===== src/bfrlt_pkg.sv =====
package bfrlt_pkg;

  localparam int unsigned STACK_DEPTH_DEF = 64;
  localparam int unsigned COUNT_BITS_DEF  = 16;
  localparam int unsigned LIMIT_W         = 7;
  localparam int unsigned LIMIT_RESET     = 64;
  localparam int unsigned AMOUNT_W        = 16;
  localparam int unsigned LABEL_W         = 16;
  localparam int unsigned QUEUE_DEPTH     = 4;
  localparam int unsigned QPTR_W          = $clog2(QUEUE_DEPTH);
  localparam int unsigned QCNT_W          = $clog2(QUEUE_DEPTH + 1);

  // Source characters
  localparam logic [7:0] CHAR_PLUS   = 8'h2B;
  localparam logic [7:0] CHAR_MINUS  = 8'h2D;
  localparam logic [7:0] CHAR_LEFT   = 8'h3C;
  localparam logic [7:0] CHAR_RIGHT  = 8'h3E;
  localparam logic [7:0] CHAR_DOT    = 8'h2E;
  localparam logic [7:0] CHAR_COMMA  = 8'h2C;
  localparam logic [7:0] CHAR_OPEN   = 8'h5B;
  localparam logic [7:0] CHAR_CLOSE  = 8'h5D;

  typedef enum logic [2:0] {
    OP_ADD    = 3'd0,
    OP_SUB    = 3'd1,
    OP_LEFT   = 3'd2,
    OP_RIGHT  = 3'd3,
    OP_OUTPUT = 3'd4,
    OP_INPUT  = 3'd5,
    OP_OPEN   = 3'd6,
    OP_CLOSE  = 3'd7
  } op_kind_e;

  typedef enum logic [1:0] {
    ST_OK        = 2'd0,
    ST_OVERFLOW  = 2'd1,
    ST_UNDERFLOW = 2'd2,
    ST_UNMATCHED = 2'd3
  } status_e;

  // Second part of a queued command, after the optional run flush
  typedef enum logic [1:0] {
    SEC_NONE  = 2'd0,
    SEC_OPEN  = 2'd1,
    SEC_CLOSE = 2'd2,
    SEC_ERR   = 2'd3
  } sec_e;

  typedef struct packed {
    logic [7:0] source_byte;
    logic       end_of_input;
  } in_t;

  typedef struct packed {
    logic [2:0]          op_kind;
    logic [AMOUNT_W-1:0] amount;
    logic [1:0]          status;
    logic                has_op;
    logic                last;
  } out_t;

  typedef struct packed {
    logic                has_run;
    op_kind_e            run_kind;
    logic [AMOUNT_W-1:0] run_amount;
    sec_e                sec;
    logic [AMOUNT_W-1:0] sec_amount;
    status_e             sec_status;
  } cmd_t;

  typedef struct packed {
    logic     is_op;
    op_kind_e kind;
  } char_info_t;

  function automatic char_info_t classify(input logic [7:0] c);
    char_info_t r;
    r.is_op = 1'b1;
    r.kind  = OP_ADD;
    unique case (c)
      CHAR_PLUS:  r.kind = OP_ADD;
      CHAR_MINUS: r.kind = OP_SUB;
      CHAR_LEFT:  r.kind = OP_LEFT;
      CHAR_RIGHT: r.kind = OP_RIGHT;
      CHAR_DOT:   r.kind = OP_OUTPUT;
      CHAR_COMMA: r.kind = OP_INPUT;
      default:    r.is_op = 1'b0;
    endcase
    return r;
  endfunction

endpackage


===== src/bf_run_length_bracket_tokenizer.sv =====
// Tokenizer for the eight-command esoteric language with run folding and
// bracket matching.
// Input channel: one source byte per request (in_valid_i / in_ready_o), with
//   end_of_input marking the end of text. Output channel: result requests
//   (out_valid_o / out_ready_i); an input byte yields zero, one or two results,
//   and the final one carries last.
// Throughput: one input byte per cycle while results drain; a byte that
//   yields two results (run flush plus bracket or error) holds the output
//   for both of them in turn, absorbed by the four-entry command queue.
// Path: the first result of a byte passes the front stage register (the
//   stack read is registered at the same edge), then the command queue,
//   then the output register.
// The label stack is a memory of STACK_DEPTH entries with one write and one
//   registered read port; the popped label is read at the edge that registers its command.
// Reset: clears run state, stack pointer, label counter and sticky error,
//   and sets the nesting limit to 64; stack contents are not cleared.
// Stall: when the receiver holds out_ready_i low, the output register holds,
//   the queue fills, and in_ready_o drops once the queue and front stage are
//   full. After an error, drop all further input until reset.
module bf_run_length_bracket_tokenizer #(
  parameter int unsigned STACK_DEPTH = bfrlt_pkg::STACK_DEPTH_DEF,
  parameter int unsigned COUNT_BITS  = bfrlt_pkg::COUNT_BITS_DEF
) (
  input  logic                          clk_i,
  input  logic                          rst_ni,
  input  logic                          in_valid_i,
  output logic                          in_ready_o,
  input  bfrlt_pkg::in_t                in_i,
  output logic                          out_valid_o,
  input  logic                          out_ready_i,
  output bfrlt_pkg::out_t               out_o,
  input  logic                          cfg_we_i,
  input  logic [bfrlt_pkg::LIMIT_W-1:0] cfg_data_i
);

  logic            f_valid, q_full, q_valid, q_pop;
  bfrlt_pkg::cmd_t f_cmd, q_cmd;

  // Front: classify bytes, fold runs, manage the label stack
  bfrlt_front #(
    .STACK_DEPTH (STACK_DEPTH),
    .COUNT_BITS  (COUNT_BITS)
  ) u_front (
    .clk_i       (clk_i),
    .rst_ni      (rst_ni),
    .in_valid_i  (in_valid_i),
    .in_ready_o  (in_ready_o),
    .in_i        (in_i),
    .cfg_we_i    (cfg_we_i),
    .cfg_data_i  (cfg_data_i),
    .cmd_valid_o (f_valid),
    .cmd_full_i  (q_full),
    .cmd_o       (f_cmd)
  );

  // Decouple the front from output stalls
  bfrlt_queue u_queue (
    .clk_i       (clk_i),
    .rst_ni      (rst_ni),
    .push_i      (f_valid),
    .push_data_i (f_cmd),
    .full_o      (q_full),
    .valid_o     (q_valid),
    .pop_i       (q_pop),
    .data_o      (q_cmd)
  );

  // Back: expand each command into its one or two results
  bfrlt_back u_back (
    .clk_i       (clk_i),
    .rst_ni      (rst_ni),
    .cmd_valid_i (q_valid),
    .cmd_i       (q_cmd),
    .cmd_pop_o   (q_pop),
    .out_valid_o (out_valid_o),
    .out_ready_i (out_ready_i),
    .out_o       (out_o)
  );

endmodule


===== src/bfrlt_front.sv =====
module bfrlt_front #(
  parameter int unsigned STACK_DEPTH = bfrlt_pkg::STACK_DEPTH_DEF,
  parameter int unsigned COUNT_BITS  = bfrlt_pkg::COUNT_BITS_DEF
) (
  input  logic                               clk_i,
  input  logic                               rst_ni,
  input  logic                               in_valid_i,
  output logic                               in_ready_o,
  input  bfrlt_pkg::in_t                     in_i,
  input  logic                               cfg_we_i,
  input  logic [bfrlt_pkg::LIMIT_W-1:0]      cfg_data_i,
  output logic                               cmd_valid_o,
  input  logic                               cmd_full_i,
  output bfrlt_pkg::cmd_t                    cmd_o
);

  localparam int unsigned SP_W  = $clog2(STACK_DEPTH);
  localparam int unsigned CNT_W = $clog2(STACK_DEPTH + 1);
  localparam int unsigned CMP_W = (CNT_W > bfrlt_pkg::LIMIT_W) ? CNT_W : bfrlt_pkg::LIMIT_W;

  logic [bfrlt_pkg::LIMIT_W-1:0] lim_q;
  logic                          pend_v_q, pend_v_d;
  bfrlt_pkg::op_kind_e           pend_kind_q, pend_kind_d;
  logic [COUNT_BITS-1:0]         pend_cnt_q, pend_cnt_d;
  logic [CNT_W-1:0]              sp_q, sp_d;
  logic [bfrlt_pkg::LABEL_W-1:0] label_q, label_d;
  logic                          err_q, err_d;
  logic                          st_v_q, st_v_d;
  bfrlt_pkg::cmd_t               st_q, st_d;
  logic [bfrlt_pkg::LABEL_W-1:0] rdata_q;
  logic [bfrlt_pkg::LABEL_W-1:0] stack_mem [STACK_DEPTH];

  logic                  accept, advance, push, pop, do_flush, overflow;
  bfrlt_pkg::char_info_t info;
  bfrlt_pkg::cmd_t       cmd;
  logic [CNT_W-1:0]      sp_m1;

  assign advance     = st_v_q && !cmd_full_i;
  assign in_ready_o  = !st_v_q || !cmd_full_i;
  assign accept      = in_valid_i && in_ready_o;
  assign info        = bfrlt_pkg::classify(in_i.source_byte);
  assign sp_m1       = sp_q - CNT_W'(1);
  assign overflow    = (CMP_W'(sp_q) >= CMP_W'(lim_q)) || (sp_q == CNT_W'(STACK_DEPTH));

  always_comb begin
    pend_v_d    = pend_v_q;
    pend_kind_d = pend_kind_q;
    pend_cnt_d  = pend_cnt_q;
    sp_d        = sp_q;
    label_d     = label_q;
    err_d       = err_q;
    push        = 1'b0;
    pop         = 1'b0;
    do_flush    = 1'b0;
    cmd         = '0;
    cmd.sec     = bfrlt_pkg::SEC_NONE;
    if (accept && !err_q) begin
      priority if (in_i.end_of_input) begin
        do_flush = 1'b1;
        if (sp_q != '0) begin
          cmd.sec        = bfrlt_pkg::SEC_ERR;
          cmd.sec_status = bfrlt_pkg::ST_UNMATCHED;
          err_d          = 1'b1;
        end
      end else if (info.is_op) begin
        if (pend_v_q && pend_kind_q == info.kind && !(&pend_cnt_q)) begin
          pend_cnt_d = pend_cnt_q + COUNT_BITS'(1);
        end else begin
          // start a new run, flushing whatever was pending
          do_flush    = 1'b1;
          pend_kind_d = info.kind;
          pend_cnt_d  = COUNT_BITS'(1);
        end
      end else if (in_i.source_byte == bfrlt_pkg::CHAR_OPEN) begin
        do_flush = 1'b1;
        if (overflow) begin
          cmd.sec        = bfrlt_pkg::SEC_ERR;
          cmd.sec_status = bfrlt_pkg::ST_OVERFLOW;
          err_d          = 1'b1;
        end else begin
          label_d        = label_q + bfrlt_pkg::LABEL_W'(1);
          push           = 1'b1;
          sp_d           = sp_q + CNT_W'(1);
          cmd.sec        = bfrlt_pkg::SEC_OPEN;
          cmd.sec_amount = label_d;
        end
      end else if (in_i.source_byte == bfrlt_pkg::CHAR_CLOSE) begin
        do_flush = 1'b1;
        if (sp_q == '0) begin
          cmd.sec        = bfrlt_pkg::SEC_ERR;
          cmd.sec_status = bfrlt_pkg::ST_UNDERFLOW;
          err_d          = 1'b1;
        end else begin
          // label arrives from the registered stack read, alongside the command
          pop     = 1'b1;
          sp_d    = sp_m1;
          cmd.sec = bfrlt_pkg::SEC_CLOSE;
        end
      end else begin
        do_flush = 1'b1;
      end

      if (do_flush) begin
        cmd.has_run  = pend_v_q;
        cmd.run_kind = pend_kind_q;
        cmd.run_amount = (pend_kind_q == bfrlt_pkg::OP_INPUT) ? '0
                                                              : bfrlt_pkg::AMOUNT_W'(pend_cnt_q);
        pend_v_d = 1'b0;
      end
      if (!in_i.end_of_input && info.is_op) begin
        pend_v_d = 1'b1;
      end
    end
  end

  always_comb begin
    st_v_d = st_v_q;
    st_d   = st_q;
    if (accept) begin
      st_v_d = cmd.has_run || (cmd.sec != bfrlt_pkg::SEC_NONE);
      st_d   = cmd;
    end else if (advance) begin
      st_v_d = 1'b0;
    end
  end

  always_ff @(posedge clk_i or negedge rst_ni) begin
    if (!rst_ni) begin
      lim_q       <= bfrlt_pkg::LIMIT_W'(bfrlt_pkg::LIMIT_RESET);
      pend_v_q    <= 1'b0;
      pend_kind_q <= bfrlt_pkg::OP_ADD;
      pend_cnt_q  <= '0;
      sp_q        <= '0;
      label_q     <= '0;
      err_q       <= 1'b0;
      st_v_q      <= 1'b0;
    end else begin
      if (cfg_we_i) begin
        lim_q <= cfg_data_i;
      end
      pend_v_q    <= pend_v_d;
      pend_kind_q <= pend_kind_d;
      pend_cnt_q  <= pend_cnt_d;
      sp_q        <= sp_d;
      label_q     <= label_d;
      err_q       <= err_d;
      st_v_q      <= st_v_d;
    end
  end

  always_ff @(posedge clk_i) begin
    st_q <= st_d;
  end

  // Label stack: write on push, registered read on pop
  always_ff @(posedge clk_i) begin
    if (push) begin
      stack_mem[sp_q[SP_W-1:0]] <= label_d;
    end
    if (pop) begin
      rdata_q <= stack_mem[sp_m1[SP_W-1:0]];
    end
  end

  always_comb begin
    cmd_o = st_q;
    if (st_q.sec == bfrlt_pkg::SEC_CLOSE) begin
      cmd_o.sec_amount = rdata_q;
    end
  end

  assign cmd_valid_o = st_v_q;

endmodule


===== src/bfrlt_queue.sv =====
module bfrlt_queue (
  input  logic            clk_i,
  input  logic            rst_ni,
  input  logic            push_i,
  input  bfrlt_pkg::cmd_t push_data_i,
  output logic            full_o,
  output logic            valid_o,
  input  logic            pop_i,
  output bfrlt_pkg::cmd_t data_o
);

  bfrlt_pkg::cmd_t                 entry_q [bfrlt_pkg::QUEUE_DEPTH];
  logic [bfrlt_pkg::QPTR_W-1:0]    wptr_q, rptr_q;
  logic [bfrlt_pkg::QCNT_W-1:0]    cnt_q;
  logic                            do_push, do_pop;

  assign full_o  = (cnt_q == bfrlt_pkg::QCNT_W'(bfrlt_pkg::QUEUE_DEPTH));
  assign valid_o = (cnt_q != '0);
  assign do_push = push_i && !full_o;
  assign do_pop  = pop_i && valid_o;
  assign data_o  = entry_q[rptr_q];

  always_ff @(posedge clk_i or negedge rst_ni) begin
    if (!rst_ni) begin
      wptr_q <= '0;
      rptr_q <= '0;
      cnt_q  <= '0;
    end else begin
      if (do_push) begin
        wptr_q <= wptr_q + bfrlt_pkg::QPTR_W'(1);
      end
      if (do_pop) begin
        rptr_q <= rptr_q + bfrlt_pkg::QPTR_W'(1);
      end
      unique case ({do_push, do_pop})
        2'b10:   cnt_q <= cnt_q + bfrlt_pkg::QCNT_W'(1);
        2'b01:   cnt_q <= cnt_q - bfrlt_pkg::QCNT_W'(1);
        default: cnt_q <= cnt_q;
      endcase
    end
  end

  always_ff @(posedge clk_i) begin
    if (do_push) begin
      entry_q[wptr_q] <= push_data_i;
    end
  end

endmodule


===== src/bfrlt_back.sv =====
module bfrlt_back (
  input  logic            clk_i,
  input  logic            rst_ni,
  input  logic            cmd_valid_i,
  input  bfrlt_pkg::cmd_t cmd_i,
  output logic            cmd_pop_o,
  output logic            out_valid_o,
  input  logic            out_ready_i,
  output bfrlt_pkg::out_t out_o
);

  logic            phase_q, phase_d;
  logic            out_v_q, out_v_d;
  bfrlt_pkg::out_t out_q, out_d;
  logic            load, run_now;
  bfrlt_pkg::out_t res;

  assign load    = cmd_valid_i && (!out_v_q || out_ready_i);
  assign run_now = cmd_i.has_run && !phase_q;

  always_comb begin
    res = '0;
    if (run_now) begin
      res.op_kind = cmd_i.run_kind;
      res.amount  = cmd_i.run_amount;
      res.status  = bfrlt_pkg::ST_OK;
      res.has_op  = 1'b1;
      res.last    = (cmd_i.sec == bfrlt_pkg::SEC_NONE);
    end else begin
      res.last = 1'b1;
      unique case (cmd_i.sec)
        bfrlt_pkg::SEC_OPEN: begin
          res.op_kind = bfrlt_pkg::OP_OPEN;
          res.amount  = cmd_i.sec_amount;
          res.has_op  = 1'b1;
        end
        bfrlt_pkg::SEC_CLOSE: begin
          res.op_kind = bfrlt_pkg::OP_CLOSE;
          res.amount  = cmd_i.sec_amount;
          res.has_op  = 1'b1;
        end
        bfrlt_pkg::SEC_ERR: begin
          res.status = cmd_i.sec_status;
        end
        default: begin
          res.has_op = 1'b0;
        end
      endcase
    end
  end

  always_comb begin
    phase_d   = phase_q;
    out_v_d   = out_v_q;
    out_d     = out_q;
    cmd_pop_o = 1'b0;
    if (load) begin
      out_v_d = 1'b1;
      out_d   = res;
      if (res.last) begin
        cmd_pop_o = 1'b1;
        phase_d   = 1'b0;
      end else begin
        phase_d = 1'b1;
      end
    end else if (out_ready_i) begin
      out_v_d = 1'b0;
    end
  end

  always_ff @(posedge clk_i or negedge rst_ni) begin
    if (!rst_ni) begin
      phase_q <= 1'b0;
      out_v_q <= 1'b0;
    end else begin
      phase_q <= phase_d;
      out_v_q <= out_v_d;
    end
  end

  always_ff @(posedge clk_i) begin
    out_q <= out_d;
  end

  assign out_valid_o = out_v_q;
  assign out_o       = out_q;

endmodule

===== config.mk =====
export PLATFORM = sky130hd
export DESIGN_NAME = bf_run_length_bracket_tokenizer
export DESIGN_NICKNAME = d
export VERILOG_FILES = /design/src/bfrlt_pkg.sv /design/src/bf_run_length_bracket_tokenizer.sv /design/src/bfrlt_front.sv /design/src/bfrlt_queue.sv /design/src/bfrlt_back.sv
export SDC_FILE = /design/constraint.sdc
export NUM_CORES = 1
export LEC_CHECK = 0
export ABC_CLOCK_PERIOD_IN_PS = 4600
export BUFFER_PORTS_ARGS = -buffer_cell sky130_fd_sc_hd__buf_2
export CORE_MARGIN = 2
export CORE_UTILIZATION = 45
export CTS_CLUSTER_DIAMETER = 80
export DETAILED_ROUTE_END_ITERATION = 10
export GPL_TIMING_DRIVEN = 0
export PLACE_DENSITY_LB_ADDON = 0.05
export SETUP_SLACK_MARGIN = 0.1
export SKIP_CTS_REPAIR_TIMING = 1
export SKIP_LAST_GASP = 1
export SLEW_MARGIN = 20
export SYNTH_ARGS = -nofsm -noshare
export SYNTH_HDL_FRONTEND = slang
export SYNTH_SLANG_ARGS = --single-unit

===== constraint.sdc =====
create_clock -name clk_i -period 4.6 [get_ports clk_i]
set_input_delay 1.38 -clock clk_i [delete_from_list [all_inputs] [get_ports clk_i]]
set_output_delay 1.38 -clock clk_i [all_outputs]
set_load 0.01 [all_outputs]

Word-level counts from Yosys, hierarchy flattened. Memories as Yosys holds them, arrays and structs flattened. A register that Yosys moved wholly into a read port is not among the register bits. Cells that the tools add are included. Widths: inputs -> output; s select.

Memory bits (writable): 1184. Bits in registers: 124. Word-level logic and storage cells: 180. Input port bits: 21. Output and inout port bits: 25. Memories kept: 2.

Memories: u_front.stack_mem (words 64, width 16, read ports 1, clocked after memory_dff 1, wr ports 1, RTL line bfrlt_front.sv:31) `logic [bfrlt_pkg::LABEL_W-1:0] stack_mem [STACK_DEPTH];`; u_queue.entry_q (words 4, width 40, read ports 1, clocked after memory_dff 0, wr ports 1, RTL line bfrlt_queue.sv:12) `bfrlt_pkg::cmd_t entry_q [bfrlt_pkg::QUEUE_DEPTH];`.

Reduce and logical (&&, ||, !) cells: 44. Eq/ne operators: 23. Mux-type cells: 71. Magnitude comparators: 1. $add $sub $neg: 8. Bitwise gates (word level): 7.

Operators with widths (count): $mux 16 (11); $eq 8x6->1 const B (6); $mux 20 (2); $mux 40 (1); $mux 1 (39); $pmux 19 s2 (1); $add 16x1->16 const B (2); $mux 7 (4); $mux 23 (1); $mux 2 (10); $eq 8x7->1 const B (2); $reduce_and 16->1 (1); $pmux 3 s5 (1); $reduce_and 6->1 (2); $reduce_bool 2->1 (6); $logic_and 1x1->1 (9); $reduce_bool 3->1 (3); $eq 2x2->1 const B (4); $add 7x1->7 const B (1); $eq 7x7->1 const B (1); $ge 7x7->1 (1); $logic_not 1->1 (7); $logic_not 7->1 (1); $not 1->1 (7); other kinds (21) (31).

Logic depth before layout (Yosys ltp).
Word-level depth: 14. Gate-level depth with buffers: 14.

Cells and area by module. Synthesis repeated with hierarchy kept, for this count alone.

Cell total of the unflattened synthesis: 2652. Area total of the unflattened synthesis: 52342.7 um2.

By module, submodules not included: bfrlt_front (cells each 2330, instances 1, area each 44968.1 um2); bfrlt_queue (cells each 247, instances 1, area each 6251.0 um2); bfrlt_back (cells each 75, instances 1, area each 1123.6 um2).

Least setup slack after synthesis. Ideal clock, no wire load.

Path type: reg2reg. Start: register u_front.sp_q[0]. End: memory u_front.stack_mem[0][0] in the netlist's numbering (data pin). Period minus slack after synthesis: 5.063 ns. Data arrival time: 4.490 ns. Stages on the path, launching flop included: 13. Path buffers: 5. Setup slack: -0.463 ns. Path through: dfrtp_1 -> buf_2 -> buf_2 -> buf_2 -> inv_1 -> ha_1 -> nand2b_1 -> a2111oi_2 -> o211ai_1 -> or2_1 -> buf_2 -> buf_2 -> xnor2_1.

Cells in the longest elaborated chain, start to end: 7. Elaborated cells between the ends (all ways): 8. Those cells by class: 1 x order compare; 1 x eq/ne; 5 x mux; 1 x reduce/logical.

Ends and longest elaborated chain: from (decl) (RTL line bfrlt_front.sv:25) `logic [CNT_W-1:0] sp_q, sp_d;`; from (signal assigned) (RTL line bfrlt_front.sv:144) `sp_q <= sp_d;`; $ge 7x7->1 or $eq 7x7->1 (tied branches) (RTL line bfrlt_front.sv:43) `assign overflow = (CMP_W'(sp_q) >= CMP_W'(lim_q)) || (sp_q == CNT_W'(STACK_DEPTH));`; $logic_or 1x1->1 (*) (RTL line bfrlt_front.sv:43); $mux 16 (*) (RTL line bfrlt_front.sv:76) `if (overflow) begin`; $mux 16 (*) (RTL line bfrlt_front.sv:74) `end else if (in_i.source_byte == bfrlt_pkg::CHAR_OPEN) begin`; $mux 16 (*) (RTL line bfrlt_front.sv:65) `end else if (info.is_op) begin`; $mux 16 (*) (RTL line bfrlt_front.sv:58) `priority if (in_i.end_of_input) begin`; $mux 16 (*) (RTL line bfrlt_front.sv:57) `if (accept && !err_q) begin`; net u_front.label_d, one bit (RTL line bfrlt_front.sv:26) `logic [bfrlt_pkg::LABEL_W-1:0] label_q, label_d;`; to (decl) (RTL line bfrlt_front.sv:31).

Mark *: on every way through the listed nets, which the timed path passes. The rest lies on a longest branch.

Final worst setup path.
Start: register u_front.sp_q[0]. End: register u_front.rdata_q[5] in the netlist's numbering, read port of u_front.stack_mem (data pin).

Cells in the longest elaborated chain, start to end: 7. Elaborated cells between the ends (all ways): 8. Those cells by class: 1 x add/sub; 6 x mux; 1 x reduce/logical.

Ends and longest elaborated chain: $logic_not 7->1 (RTL line bfrlt_front.sv:89) `if (sp_q == '0) begin`; $mux 1 (RTL line bfrlt_front.sv:89); $mux 1 (RTL line bfrlt_front.sv:87) `end else if (in_i.source_byte == bfrlt_pkg::CHAR_CLOSE) begin`; $mux 1 (RTL line bfrlt_front.sv:74); $mux 1 (RTL line bfrlt_front.sv:65); $mux 1 (RTL line bfrlt_front.sv:58); $mux 1 (RTL line bfrlt_front.sv:57); to (decl) (RTL line bfrlt_front.sv:30) `logic [bfrlt_pkg::LABEL_W-1:0] rdata_q;`.

Parallel ways exist; a longest one is shown, timed or not. A chain may end at the register's enable or synchronous reset.

==> results.md <==
- CTS tree: built
- H-tree lvl count: 4
- Num CTS Buffers: 146
- Synthesized area per cell: 21.5 sq um
- Fin Hold WS: 0.489 ns
- Final setup viols: 0
- IO Count: 46
- Final instance area: 61500 sq um
- DPL Wire Length: 85900 microns
- Power per standard cell area: 435 nW/um^2
- GRT overflow: 0
- Normalized max-slew margin: 7.70%
- GPL Wtd Cong: 0.831
- Post-synth cell types: 70
- Pin count of the biggest net entering global routing: 66
- Synth Net Count: 2447
- Placed cells: 4019
- Port Buffer Count: 45
- Slew Limit Fails: 0
- Peak supply drop: 0.000335 V
- Synthesis Warnings: 0
- Die Area: 118000 sq um
- Critical path launch point type: flip-flop
- Vias/cell: 5.76
- Sequential share of the synthesized area: 76.2%
- Fraction of layout cells with a size suffix above 1: 33.6%
- DIE HEIGHT: 343 microns
- First-pass GRT wire length: 185000 microns
- RSZ-0062 raised after global routing: yes
- Placed Instance Area: 55700 sq um
- Crit Path Class: reg2reg
- Area delta synth->final: 18.8%
- Status: finished, final reports clean
- Hold crit path type: in2async
- Initial antenna violation count: 3
- LEAKAGE: 0.0204 uW
- Slowest-stage cell, CP: ha_2
- First-pass DRT Iterations: 5
- Vias in the first global route: 25800
- WL/cell: 29.8 microns
- Largest stage delay on the critical path: 0.58 ns
- Ys flop type: edfxtp_1
- WP buf/inv: 6
- Least-Margin Pin Slew: 1.38 ns
- Final period utilization: 95.8%
- # DRC: 0
- Initial DRC count: 2374
- Worst-path clk slew: 0.06 ns
- Row count: 124
- Total track usage: 22.3%
- Clk sinks: 1324
- Initial Util: 45.3%
- Data required, critical path: 5.05 ns
- Flip-flop and latch count after synthesis: 1324
- Final Hold Fails: 0
- EDFF count, synth: 1263
- Overall power: 26800 uW
- Synthesized cell area: 51700 sq um
- Maximum clock path buffer count: 3
- Worst-path cell chain: buf_4 -> buf_12 -> buf_6 -> inv_1 -> ha_2 -> buf_2 -> clkbuf_4 -> mux4_2 -> mux4_2 -> a22oi_1 -> o21ai_1
- Final min period: 4.41 ns
- Worst Skew: 0.0223 ns
- Cells after Synth: 2404
- WL final: 129000 microns
- CP max FO: 10
- Diodes inserted: 0
- Max-Cap Viols: 0
- R2R depth: 11
- Worst-skew pair later-pin latency: 0.75 ns
- Vias: 25000
- Top cell by count, worst path: mux4_2
- CP arrival: 4.85 ns
- Fmax: 0.227 GHz
- CP Capture Type: flip-flop
- Root buf cell: clkbuf_16
- WP depth: 11
- Asr flop ratio synth: 4.61%
- Crit-path leading delay family: buffers and inverters
- Die width: 343 microns
- Post-route ant nets: 0
- CORE AREA: 114000 sq um
- Final Instance Count excl. Fillers: 4343
- Nets: 2761
==> kinds of logic (layout without fill, tap and decap cells) <==
logic type / count (synthesis) / after routing / synth area share [%]
muxes: 394 / 394 / 16.2
DFF: 1324 / 1324 / 76.2
AOI/OAI and AO/OA: 122 / 122 / 1.57
buffers and inverters: 184 / 610 / 1.49
xor gates and xnor gates: 53 / 54 / 0.912
adders and majority gates: 22 / 22 / 0.546
and+or+nand+nor: 305 / 305 / 3.01
==> layout make-up <==
class / instances / area (sq um)
fillers: 8860 / 52700
flip-flops and latches: 1324 / 39500
multi-input cells: 897 / 12400
clock buffers: 186 / 3930
repair buffers: 167 / 2320
well taps: 1512 / 1890
plain buffers: 122 / 642
clock inverters: 75 / 606
inverters: 60 / 225
==> state kept, by name, summed over array words and instances (netlist names), 3 cells and up <==
signal               flops
u_front.stack_mem     1024
u_queue.entry_q        160
u_front.cmd_o           24
u_back.out_o            23
u_front.label_q         16
u_front.pend_cnt_q      16
u_front.rdata_q         16
u_front.st_q            16
u_front.lim_q            7
u_front.sp_q             7
u_front.pend_kind_q      3
u_queue.cnt_q            3
==> layer usage <==
layer	wire length [microns]	share of wire, %	track usage, %	vias up
li1	-	-	-	10600
met3	5760	4.5	3.09	213
met4	4320	3.3	7.53	0
met1	53400	41	29.7	13500
met5	0	0	0	-
met2	65800	51	38.0	711
==> Yosys cell counts (all sizes together) (2+ instances only) <==
| master | n | area, sq um |
|---|---|---|
| nand4bb | 2 | 27.5 |
| and3 | 15 | 93.8 |
| and2 | 28 | 175 |
| nand2b | 9 | 66.3 |
| xor2 | 25 | 219 |
| nand4b | 2 | 17.5 |
| buf | 60 | 307 |
| nor2 | 120 | 473 |
| nor4 | 4 | 46.3 |
| inv | 60 | 225 |
| nand2 | 47 | 176 |
| and4bb | 2 | 25.0 |
| ha | 21 | 263 |
| mux2 | 38 | 428 |
| nor2b | 5 | 33.8 |
| a31oi | 3 | 18.8 |
| or2 | 4 | 25.0 |
| o21a | 2 | 15.0 |
| nor3 | 11 | 55.1 |
| xnor2 | 28 | 253 |
| o21ai | 32 | 160 |
| a22oi | 24 | 180 |
| or3 | 13 | 81.3 |
| or4 | 2 | 15.0 |
| mux2i | 4 | 40.0 |
| a21o | 3 | 22.5 |
| and4 | 3 | 26.3 |
| nand3b | 2 | 15.0 |
| edfxtp | 1263 | 37900 |
| a211oi | 2 | 15.0 |
| nand3 | 25 | 130 |
| o211ai | 5 | 42.5 |
| mux4 | 352 | 7930 |
| o221ai | 8 | 70.1 |
| o22ai | 17 | 106 |
| clkbuf | 64 | 241 |
| a21oi | 18 | 93.8 |
| nand4 | 7 | 43.8 |
| dfrtp | 60 | 1500 |
==> report_power, final <==
group	internal, uW	switching, uW	total (uW)
clock	6430	4620	11100
combinational	955	1300	2260
sequential	13400	90.1	13500
total	20800	6010	26800
==> worst paths after layout <==
check	start	to	slack (ns)
worst min-delay path	rst_ni	u_front.cmd_valid_o	0.49
max in group asynchronous	rst_ni	u_front.lim_q[6]	3.51
min in group clk_i	u_front.cmd_o[28]	u_queue.entry_q[1][28]	0.49
worst min register to register	u_front.cmd_o[28]	u_queue.entry_q[1][28]	0.49
worst max-delay path	u_front.sp_q[0]	u_front.rdata_q[5]	0.19
worst max register to register	u_front.sp_q[0]	u_front.rdata_q[5]	0.19
==> layout by cell type (no fill, tap or decap), types with 23 or more instances in the layout <==
cell | Yosys | routed
edfxtp_1 | 1263 | 1263
mux4_2 | 352 | 352
clkbuf_16 | 0 | 150
buf_2 | 50 | 96
clkbuf_1 | 63 | 63
inv_1 | 60 | 60
dfrtp_1 | 60 | 60
nor2_4 | 0 | 59
nor2_1 | 111 | 54
nand2_1 | 47 | 46
buf_12 | 0 | 40
buf_4 | 1 | 34
clkinv_1 | 0 | 33
mux2_2 | 29 | 29
buf_16 | 0 | 28
and2_1 | 28 | 23
o21ai_0 | 23 | 23
==> worst reg2reg max path, delay by kind of cell (launching register included) <==
family / cells / cell delay (ns)
compound gates: 2 / 0.67
fa+ha+maj: 1 / 0.58
buf+inv: 6 / 1.60
flops: 1 / 0.36
mux: 2 / 0.91
==> stage by stage <==
| step | TNS (ns) | setup WS [ns] | utilization [%] |
|---|---|---|---|
| 2_1_floorplan | 0 | 0.350 | - |
| 5_1_grt | 0 | 0.0638 | 53.8 |
| 4_1_cts | -1186.53 | -1.69 | 52.8 |
| 3_3_place_gp | -3612.87 | -2.59 | 47.3 |
| 6_report | 0 | 0.192 | 53.8 |
| 3_5_place_dp | -1025.58 | -1.63 | 48.8 |
Power figures use the tool's default switching activity.
